--- src/design/vibrato_modulated_delay_core_defines.svh ---
// Assertion macros shared by the vibrato delay RTL.
// Each macro expects clk_i and rst_ni in scope.
`ifndef VIBRATO_MODULATED_DELAY_CORE_DEFINES_SVH
`define VIBRATO_MODULATED_DELAY_CORE_DEFINES_SVH

// Same-cycle property, checked out of reset.
`define VMD_ASSERT(lbl, prop, msg) \
  lbl: assert property (@(posedge clk_i) disable iff (!rst_ni) prop) else $error(msg);

// Antecedent this cycle, consequent next cycle.
`define VMD_ASSERT_NEXT(lbl, ante, cons, msg) \
  lbl: assert property (@(posedge clk_i) disable iff (!rst_ni) (ante) |=> (cons)) \
    else $error(msg);

`endif

--- src/design/vmd_pkg.sv ---
// Shared widths, constants and types for the vibrato modulated delay.
// No dependencies.
`default_nettype none

package vmd_pkg;

  localparam int unsigned MAX_DELAY_DEF    = 3840;
  localparam int unsigned MAX_CHANNELS_DEF = 8;

  localparam int unsigned DATA_W   = 24;
  localparam int unsigned CHAN_W   = 3;
  localparam int unsigned LFO_W    = 16;
  localparam int unsigned SR_W     = 18;
  localparam int unsigned CNT_W    = 4;
  localparam int unsigned DEPTH_W  = 17;
  localparam int unsigned FRAC_W   = 16;

  // base = floor(rate * 8192 / 25), split as q*8192 + floor(r*8192/25)
  localparam int unsigned RECIP_W     = 20;
  localparam logic [RECIP_W-1:0] RECIP25 = 20'd671089;
  localparam int unsigned RECIP_SHIFT = 24;
  localparam int unsigned Q_W         = 14;
  localparam int unsigned FR_W        = 13;
  localparam int unsigned REM_W       = 5;
  localparam int unsigned BASE_W      = Q_W + FR_W;
  localparam int unsigned SWEEP_W     = 28;
  localparam int unsigned SCALED_W    = 29;
  localparam int unsigned DLY_W       = 31;

  localparam int unsigned PDATA_W = 32;
  localparam int unsigned PADDR_W = 4;
  localparam int unsigned RIDX_W  = 2;

  localparam logic [RIDX_W-1:0] REG_SAMPLE_RATE   = 2'd0;
  localparam logic [RIDX_W-1:0] REG_CHANNEL_COUNT = 2'd1;
  localparam logic [RIDX_W-1:0] REG_DEPTH         = 2'd2;

  localparam logic [SR_W-1:0]    SAMPLE_RATE_RST   = 18'd44100;
  localparam logic [CNT_W-1:0]   CHANNEL_COUNT_RST = 4'd2;
  localparam logic [DEPTH_W-1:0] DEPTH_RST         = 17'd32768;

  typedef struct packed {
    logic [BASE_W-1:0]  base;
    logic [DEPTH_W-1:0] depth;
    logic [CNT_W-1:0]   act;
    logic               clear;
  } cfg_t;

endpackage

`default_nettype wire

--- src/design/vmd_cfg.sv ---
// APB register file (rate, channel count, depth) and base delay pipeline.
// Depends on vmd_pkg.
`default_nettype none

module vmd_cfg #(
  parameter int unsigned MAX_CHANNELS = vmd_pkg::MAX_CHANNELS_DEF
) (
  input  wire logic                         clk_i,
  input  wire logic                         rst_ni,
  input  wire logic                         psel,
  input  wire logic                         penable,
  input  wire logic                         pwrite,
  input  wire logic [vmd_pkg::PADDR_W-1:0]  paddr,
  input  wire logic [vmd_pkg::PDATA_W-1:0]  pwdata,
  output logic      [vmd_pkg::PDATA_W-1:0]  prdata,
  output logic                              pready,
  output vmd_pkg::cfg_t                     cfg_o
);

  logic [vmd_pkg::SR_W-1:0]    sr_q;
  logic [vmd_pkg::CNT_W-1:0]   cnt_q;
  logic [vmd_pkg::DEPTH_W-1:0] depth_q;
  logic [vmd_pkg::RIDX_W-1:0]  ridx;
  logic                        wr;
  logic                        clear;

  assign pready = 1'b1;
  assign wr     = psel & penable & pwrite;
  assign ridx   = paddr[vmd_pkg::PADDR_W-1:vmd_pkg::PADDR_W-vmd_pkg::RIDX_W];

  always_comb begin
    clear = 1'b0;
    if (wr) begin
      unique case (ridx)
        vmd_pkg::REG_SAMPLE_RATE:   clear = (pwdata[vmd_pkg::SR_W-1:0] != sr_q);
        vmd_pkg::REG_CHANNEL_COUNT: clear = (pwdata[vmd_pkg::CNT_W-1:0] != cnt_q);
        default:                    clear = 1'b0;
      endcase
    end
  end

  always_ff @(posedge clk_i or negedge rst_ni) begin
    if (!rst_ni) begin
      sr_q    <= vmd_pkg::SAMPLE_RATE_RST;
      cnt_q   <= vmd_pkg::CHANNEL_COUNT_RST;
      depth_q <= vmd_pkg::DEPTH_RST;
    end else if (wr) begin
      unique case (ridx)
        vmd_pkg::REG_SAMPLE_RATE:   sr_q    <= pwdata[vmd_pkg::SR_W-1:0];
        vmd_pkg::REG_CHANNEL_COUNT: cnt_q   <= pwdata[vmd_pkg::CNT_W-1:0];
        vmd_pkg::REG_DEPTH:         depth_q <= pwdata[vmd_pkg::DEPTH_W-1:0];
        default: ;
      endcase
    end
  end

  always_comb begin
    unique case (ridx)
      vmd_pkg::REG_SAMPLE_RATE:   prdata = vmd_pkg::PDATA_W'(sr_q);
      vmd_pkg::REG_CHANNEL_COUNT: prdata = vmd_pkg::PDATA_W'(cnt_q);
      vmd_pkg::REG_DEPTH:         prdata = vmd_pkg::PDATA_W'(depth_q);
      default:                    prdata = '0;
    endcase
  end

  // base delay in Q.16: three stages, settles long before the clearing pass ends
  localparam int unsigned PROD_W = vmd_pkg::SR_W + vmd_pkg::RECIP_W;

  logic [PROD_W-1:0]          qprod;
  logic [PROD_W-1:0]          rprod;
  logic [vmd_pkg::SR_W-1:0]   q25;
  logic [vmd_pkg::SR_W-1:0]   rem_full;
  logic [vmd_pkg::SR_W-1:0]   rem_sh;
  logic [vmd_pkg::Q_W-1:0]    q1_q, q2_q;
  logic [vmd_pkg::SR_W-1:0]   sr1_q;
  logic [vmd_pkg::FR_W-1:0]   fr_q;
  logic [vmd_pkg::BASE_W-1:0] base_q;

  assign qprod    = PROD_W'(sr_q) * PROD_W'(vmd_pkg::RECIP25);
  assign q25      = (vmd_pkg::SR_W'(q1_q) << 4) + (vmd_pkg::SR_W'(q1_q) << 3)
                  + vmd_pkg::SR_W'(q1_q);
  assign rem_full = sr1_q - q25;
  assign rem_sh   = {rem_full[vmd_pkg::REM_W-1:0], {vmd_pkg::FR_W{1'b0}}};
  assign rprod    = PROD_W'(rem_sh) * PROD_W'(vmd_pkg::RECIP25);

  always_ff @(posedge clk_i) begin
    q1_q   <= qprod[vmd_pkg::RECIP_SHIFT +: vmd_pkg::Q_W];
    sr1_q  <= sr_q;
    q2_q   <= q1_q;
    fr_q   <= rprod[vmd_pkg::RECIP_SHIFT +: vmd_pkg::FR_W];
    base_q <= {q2_q, {vmd_pkg::FR_W{1'b0}}} + vmd_pkg::BASE_W'(fr_q);
  end

  assign cfg_o.base  = base_q;
  assign cfg_o.depth = depth_q;
  assign cfg_o.act   = (cnt_q >= vmd_pkg::CNT_W'(MAX_CHANNELS))
                       ? vmd_pkg::CNT_W'(MAX_CHANNELS) : cnt_q;
  assign cfg_o.clear = clear;

endmodule

`default_nettype wire

--- config.mk ---
export PLATFORM = sky130hd
export DESIGN_NAME = vmd_cfg
export DESIGN_NICKNAME = d
export VERILOG_FILES = /design/src/design/vibrato_modulated_delay_core_defines.svh /design/src/design/vmd_pkg.sv /design/src/design/vmd_cfg.sv
export SDC_FILE = /design/constraint.sdc
export NUM_CORES = 1
export LEC_CHECK = 0
export BUFFER_PORTS_ARGS = -buffer_cell sky130_fd_sc_hd__buf_2
export CAP_MARGIN = 20
export CORE_MARGIN = 1.5
export CORE_UTILIZATION = 30
export CTS_CLUSTER_DIAMETER = 50
export DETAILED_ROUTE_END_ITERATION = 10
export GPL_TIMING_DRIVEN = 1
export PLACE_DENSITY = 0.58
export SLEW_MARGIN = 20
export SYNTH_ARGS = -nofsm -noshare
export SYNTH_HDL_FRONTEND = slang
export SYNTH_SLANG_ARGS = --single-unit
export TNS_END_PERCENT = 5
--- constraint.sdc ---
create_clock -name clk_i -period 7.9 [get_ports clk_i]
set_clock_uncertainty 0.05 [all_clocks]
set_input_delay 0.79 -clock clk_i [delete_from_list [all_inputs] [get_ports clk_i]]
set_output_delay 0.79 -clock clk_i [all_outputs]
set_load 0.05 [all_outputs]
==> key figures, run 1 <==
Cells and area
  • Fin cells: 1550
  • Final nets: 1452
  • Final std cell area, no fill: around 12000 um2
  • Fill count: around 3500
  • Fraction of layout cells with a size suffix above 1: 0.168
  • Area Growth Syn to Fin: 12.1%
  • Ant. Diodes: 0

Timing
  • Final setup fails: 0
  • Fin. Hold Viols: 0
  • Post-layout min period: 6.70 ns
  • Setup TNS Final: 0 ns
  • RSZ-0062 raised after global routing: no
  • Max Slew Vio Count: 0
  • Worst hold margin: 0.278 ns
  • Worst slew margin: 0.408
  • Fmax: between 0.1 and 0.15 GHz
  • Final Cycle Share: 0.849
  • Worst slew pin tran: 0.887 ns

Floorplan
  • Die height: 192 um
  • Initial Utilization: 0.307
  • I/O pin count: 123
  • Die Wd: 192 um
  • Core area: 34800 um2
  • Die area: approximately 37000 um2
  • Row count: between 60 and 70

Routing
  • DR pass1 iterations: 4
  • Drt via density: 4.35
  • Wirelength per Cell: 14.3 um
  • DR iter-0 viols: roughly 240
  • Drt drc: 0
  • Final WL: roughly 22000 um
  • DR vias: about 6700
  • Final ANT Viol Nets: 0

Clocking
  • Num CTS Buffers: 9
  • H-tree levels: 3
  • Post-cts repair resize count: 0
  • Worst skew pair latency: 0.37 ns
  • Clock Pin Slew Worst Setup and Hold Paths: roughly 0.080 ns
  • Max clock buf depth: 2
  • Post-CTS setup buffer count: 0
  • Clock tree root driver cell: clkbuf_16
  • CTS tree: built
  • Clock sinks: 112
  • Cts hold-fix bufs: 0

Synthesis
  • Cells after synthesis: between 900 and 1000
  • Post-Synthesis Cell Area: 10700 um2
  • Simple-Gate Fraction of Synth Area: 0.0507
  • Async SR Flop Fraction: 0.348
  • Mux contribution to synthesized area: 0.0590
  • Compound-gate portion of the synthesized area: 0.0485
  • XOR/XNOR Fraction of Synth Area: 0.0464
  • Synth Flop Type: dfxtp_1
  • Flops & latches, synth: 112
  • YS warnings: 0
  • Synth cell types: 60
  • Number of enable flip-flop cells after synthesis: 0
  • Post-Syn Area per Cell: about 11 um2
  • Seq/Total Area, Yosys: 0.229
  • Combinational family with the most area after synthesis: adder cells
  • Adder-cell share of the synthesized area: 0.465

Worst setup path
  • Top delay family on crit path: adder cells
  • Critical path, cell by cell: fa_1 > inv_1 > fa_1 > inv_1 > fa_1 > fa_1 > fa_1 > inv_1 > fa_1 > inv_1 > ha_1 > a21o_1 > a21o_1 > a21oi_2 > o221ai_1 > a311oi_4 > a21oi_2 > a41o_1 > and4_4 > or3_1
  • Arr. time, crit path: 6.91 ns
  • Worst setup path endpoint: q1_q[13]
  • CP max-delay cell: dfstp_2
  • Crit path required time: between 8 and 9 ns
  • CP Depth: 20
  • Most used cell, CP: fa_1
  • Worst reg2reg path depth: 20
  • Buf/Inv on CP: 4
  • Critical path capture point type: flip-flop
  • Internal reg-to-reg setup slack: 1.20 ns
  • Reg-to-reg startpoint: sr_q[6]
  • Critical Path Start Type: flip-flop
  • CP max FO: 10
  • Worst stage delay on the critical path: 0.74 ns
  • Capturing point of the worst reg2reg path: q1_q[13]
  • Critical path class: flip-flop to flip-flop
  • Crit path from: sr_q[6]

Placed design
  • Port Buffer Count: 91
  • Area after DPL: 11700 um2
  • GPL Wtd Cong: around 0.83
  • Detailed Place HPWL: 19000 um
  • Placed Cells: 1534

Global route
  • Initial antenna violation count: 0
  • Global-route wire length before repair: 36200 um
  • Number of global-route vias before repair: 7016
  • GRT Util Overall: 0.127
  • Largest net degree at the start of global routing: 40
  • Total congestion overflow: 0

Run
  • Max Cap Viol: 0

Status
  • Status: complete, no violations

Min path
  • HP Class: flip-flop to flip-flop
## layer usage
layer | vias up | track usage | wire length, um
met2 | 82 | 0.224 | 11300
li1 | 3317 | - | -
met4 | 0 | 0.0355 | 370
met5 | - | 0 | 0
met1 | 3310 | 0.160 | 10000
met3 | 26 | 0.0205 | 566
## area by class of cell
cell class	count	area, um2	share of cell area
multi-input cells	621	7220	0.602
clock inverters	7	81.3	0.00679
flip-flops and latches	112	2450	0.204
repair buffers	99	515	0.0430
inverters	247	927	0.0774
well taps	455	569	0.0475
clock buffers	9	225	0.0188
## worst min path at each step
stage / startpoint / endpoint / slack (ns) / cells past startpoint
after global routing: fr_q[9] / base_q[9] / 0.29 / 0
after floorplan: fr_q[0] / base_q[0] / 0.26 / 0
after global placement: q2_q[2] / base_q[15] / 0.26 / 0
after CTS: fr_q[9] / base_q[9] / 0.28 / 0
after detailed placement: q2_q[8] / base_q[21] / 0.26 / 0
final: fr_q[0] / base_q[0] / 0.28 / 0
## layout by cell type, fill, tap and decap left out, drive strengths merged, types with 2 or more instances in the layout
master	n
fa	127
clkinv	3
nor2	26
ha	194
o21ai	11
and3	7
conb	15
o21a	4
dfstp	8
nand2b	5
nor2b	9
dfxtp	73
nor3b	2
mux2	40
or3	3
o221ai	2
a21o	14
nand2	13
mux2i	18
nor3	4
inv	251
nand4	5
nand3	6
nor4	7
dfrtp	31
a21oi	21
a211oi	3
clkbuf	9
a311oi	2
a31o	2
or2	4
or4	2
buf	99
xor2	29
and2	6
xnor2	25
## metrics by stage
step                      utilization  setup slack (ns)
final                           0.344              1.20
after global placement          0.336              1.15
after detailed placement        0.336              1.14
after CTS                       0.344              1.12
after global routing            0.344             0.821
after floorplan                     -              1.63
## cell families after synthesis
group / count (synthesis)
fa+ha+maj: 321
flops: 112
xor+xnor: 55
other cells: 2
mux: 58
compound gates: 71
simple gates: 101
buf+inv: 271
## flip-flops by register name, summed over array words and instances, names as in the netlist
name / cells
base_q: 27
sr_q: 18
depth_q: 17
q1_q: 14
q2_q: 14
fr_q: 13
sr1_q: 5
cnt_q: 4
## synth_stat cells (8+ instances only)
cell / count / area [um2]
a21o_1: 11 / 82.6
a21oi_1: 18 / 90.1
buf_4: 16 / 120
dfrtp_1: 31 / 776
dfstp_2: 8 / 210
dfxtp_1: 73 / 1460
fa_1: 127 / 2540
ha_1: 194 / 2430
inv_1: 246 / 923
mux2_2: 40 / 450
mux2i_1: 18 / 180
nand2_1: 13 / 48.8
nor2_1: 26 / 97.6
nor2b_1: 9 / 56.3
o21ai_0: 10 / 50.1
xnor2_1: 25 / 219
xor2_1: 29 / 254
Power of run 1 is not shown: default switching activity piles up to over one toggle a cycle in this logic, so the estimate is an artifact.
==> inputs of run 2 (changes only) <==
Clock period 7.9 ns to 6.8 ns, I/O delays scaled along.
==> run 2 against run 1 <==
Effect of this change: cell area rose by 1.1%; die area did not move; critical path depth did not move; register-to-register slack got worse by 0.88 ns; via count rose by 1.4%; non-clock buffer count rose by 13; critical endpoint unchanged; highest routed layer unchanged.
==> key figures, run 2 (synthesized netlist as in run 1, its figures left out) <==
Status
  • Status: complete, no violations

Routing
  • DR pass1 iterations: 4
  • DR vias: 6827
  • DR iter-0 viols: around 200
  • Final WL: around 23000 um
  • Drt drc: 0
  • Wirelength per Cell: 14.6 um
  • Drt via density: 4.37
  • Final ANT Viol Nets: 0

Floorplan
  • Core area: ~35000 um2
  • Row count: slightly below 70
  • I/O pin count: 123
  • Die height: 192 um
  • Initial Utilization: 0.307
  • Die area: 36800 um2
  • Die Wd: 192 um

Clocking
  • Max clock buf depth: 2
  • Post-CTS setup buffer count: 0
  • Num CTS Buffers: 9
  • Clock sinks: 112
  • Worst skew pair latency: 0.37 ns
  • Post-cts repair resize count: 0
  • Clock tree root driver cell: clkbuf_16
  • CTS tree: built
  • Cts hold-fix bufs: 0
  • Clock Pin Slew Worst Setup and Hold Paths: around 0.08 ns
  • H-tree levels: 3

Worst setup path
  • Critical path class: flip-flop to flip-flop
  • Reg-to-reg startpoint: sr_q[15]
  • Arr. time, crit path: 6.68 ns
  • Critical path capture point type: flip-flop
  • Crit path required time: around 7.0 ns
  • Crit path from: sr_q[15]
  • CP max FO: 5
  • Critical Path Start Type: flip-flop

Cells and area
  • Core Util, Final: 0.348
  • Biggest register: base_q
  • Commonest non-fill, non-tap cell in the layout: inv_1
  • Number of flip-flops under the largest register name: 27
  • Area Growth Syn to Fin: 13.4%
  • Fill count: about 3500
  • Ant. Diodes: 0
  • Fin cells: 1563
  • Fraction of layout cells with a size suffix above 1: 0.180
  • Commonest non-fill, non-tap cells in the layout: 246 x inv_1, 194 x ha_1, 126 x fa_1
  • Biggest regs: base_q (27), sr_q (18), depth_q (17)
  • Final nets: around 1500

Global route
  • GRT Util Overall: 0.128
  • Total congestion overflow: 0
  • Global-route wire length before repair: 36300 um
  • Largest net degree at the start of global routing: 40
  • Number of global-route vias before repair: between 7000 and 8000
  • Initial antenna violation count: 0

Timing
  • Setup TNS Final: 0 ns
  • Fmax: 0.154 GHz
  • Worst slew margin: 0.387
  • Final Cycle Share: 0.953
  • Post-layout min period: between 6 and 7 ns
  • RSZ-0062 raised after global routing: no
  • Final setup fails: 0
  • Fin. Hold Viols: 0
  • Worst slew pin tran: about 0.9 ns
  • Max Slew Vio Count: 0

Placed design
  • GPL Wtd Cong: roughly 0.88
  • Placed Cells: 1547
  • Port Buffer Count: between 90 and 100
  • Detailed Place HPWL: 19600 um

Run
  • Max Cap Viol: 0

Min path
  • HP Class: flip-flop to flip-flop
  • Min-delay src: fr_q[5]
-- run 2: metal layers --
metal / vias to the layer above / GRT usage / routed length [um]
met3: 30 / 0.0170 / 556
met1: 3357 / 0.161 / 10200
met4: 0 / 0.0412 / 468
met2: 96 / 0.227 / 11600
li1: 3344 / - / -
met5: - / 0 / 0
-- run 2: layout make-up --
type,count,area [um2],area share
inverters,247,927,0.0765
repair buffers,112,613,0.0506
multi-input cells,621,7230,0.596
clock buffers,9,225,0.0186
well taps,455,569,0.0470
clock inverters,7,108,0.00888
flip-flops and latches,112,2450,0.202
-- run 2: worst max-delay path, stage by stage (launching register included) --
cell	delay, ns
dfstp_2	0.41
fa_2	0.63
inv_1	0.08
fa_1	0.52
inv_1	0.06
fa_1	0.44
fa_1	0.50
fa_1	0.55
inv_1	0.06
fa_1	0.53
inv_1	0.04
ha_1	0.33
a21o_1	0.20
a21o_1	0.20
a21oi_4	0.17
o221ai_2	0.16
a311oi_4	0.47
a21oi_2	0.14
a41o_1	0.25
and4_4	0.20
or3_1	0.36
-- run 2: worst paths after layout --
| kind | endpoint | slack, ns | depth (start not counted) |
|---|---|---|---|
| min | base_q[5] | 0.28 | 0 |
| min reg2reg | base_q[5] | 0.28 | 0 |
| max | q1_q[13] | 0.32 | 20 |
| max in group asynchronous | sr_q[14] | 5.74 | 1 |
| min in group asynchronous | depth_q[13] | 0.39 | 1 |
| max reg2reg | q1_q[13] | 0.32 | 20 |
-- run 2: through the flow --
stage	setup slack (ns)	hold WS, ns	cell area [um2]
floorplan	0.528	0.260	10700
global placement	0.209	0.261	11800
detailed placement	0.148	0.262	11800
CTS	0.116	0.281	12100
global route	0.0666	0.288	12100
finish	0.320	0.279	12100
Power of run 2 is left out for the same reason.
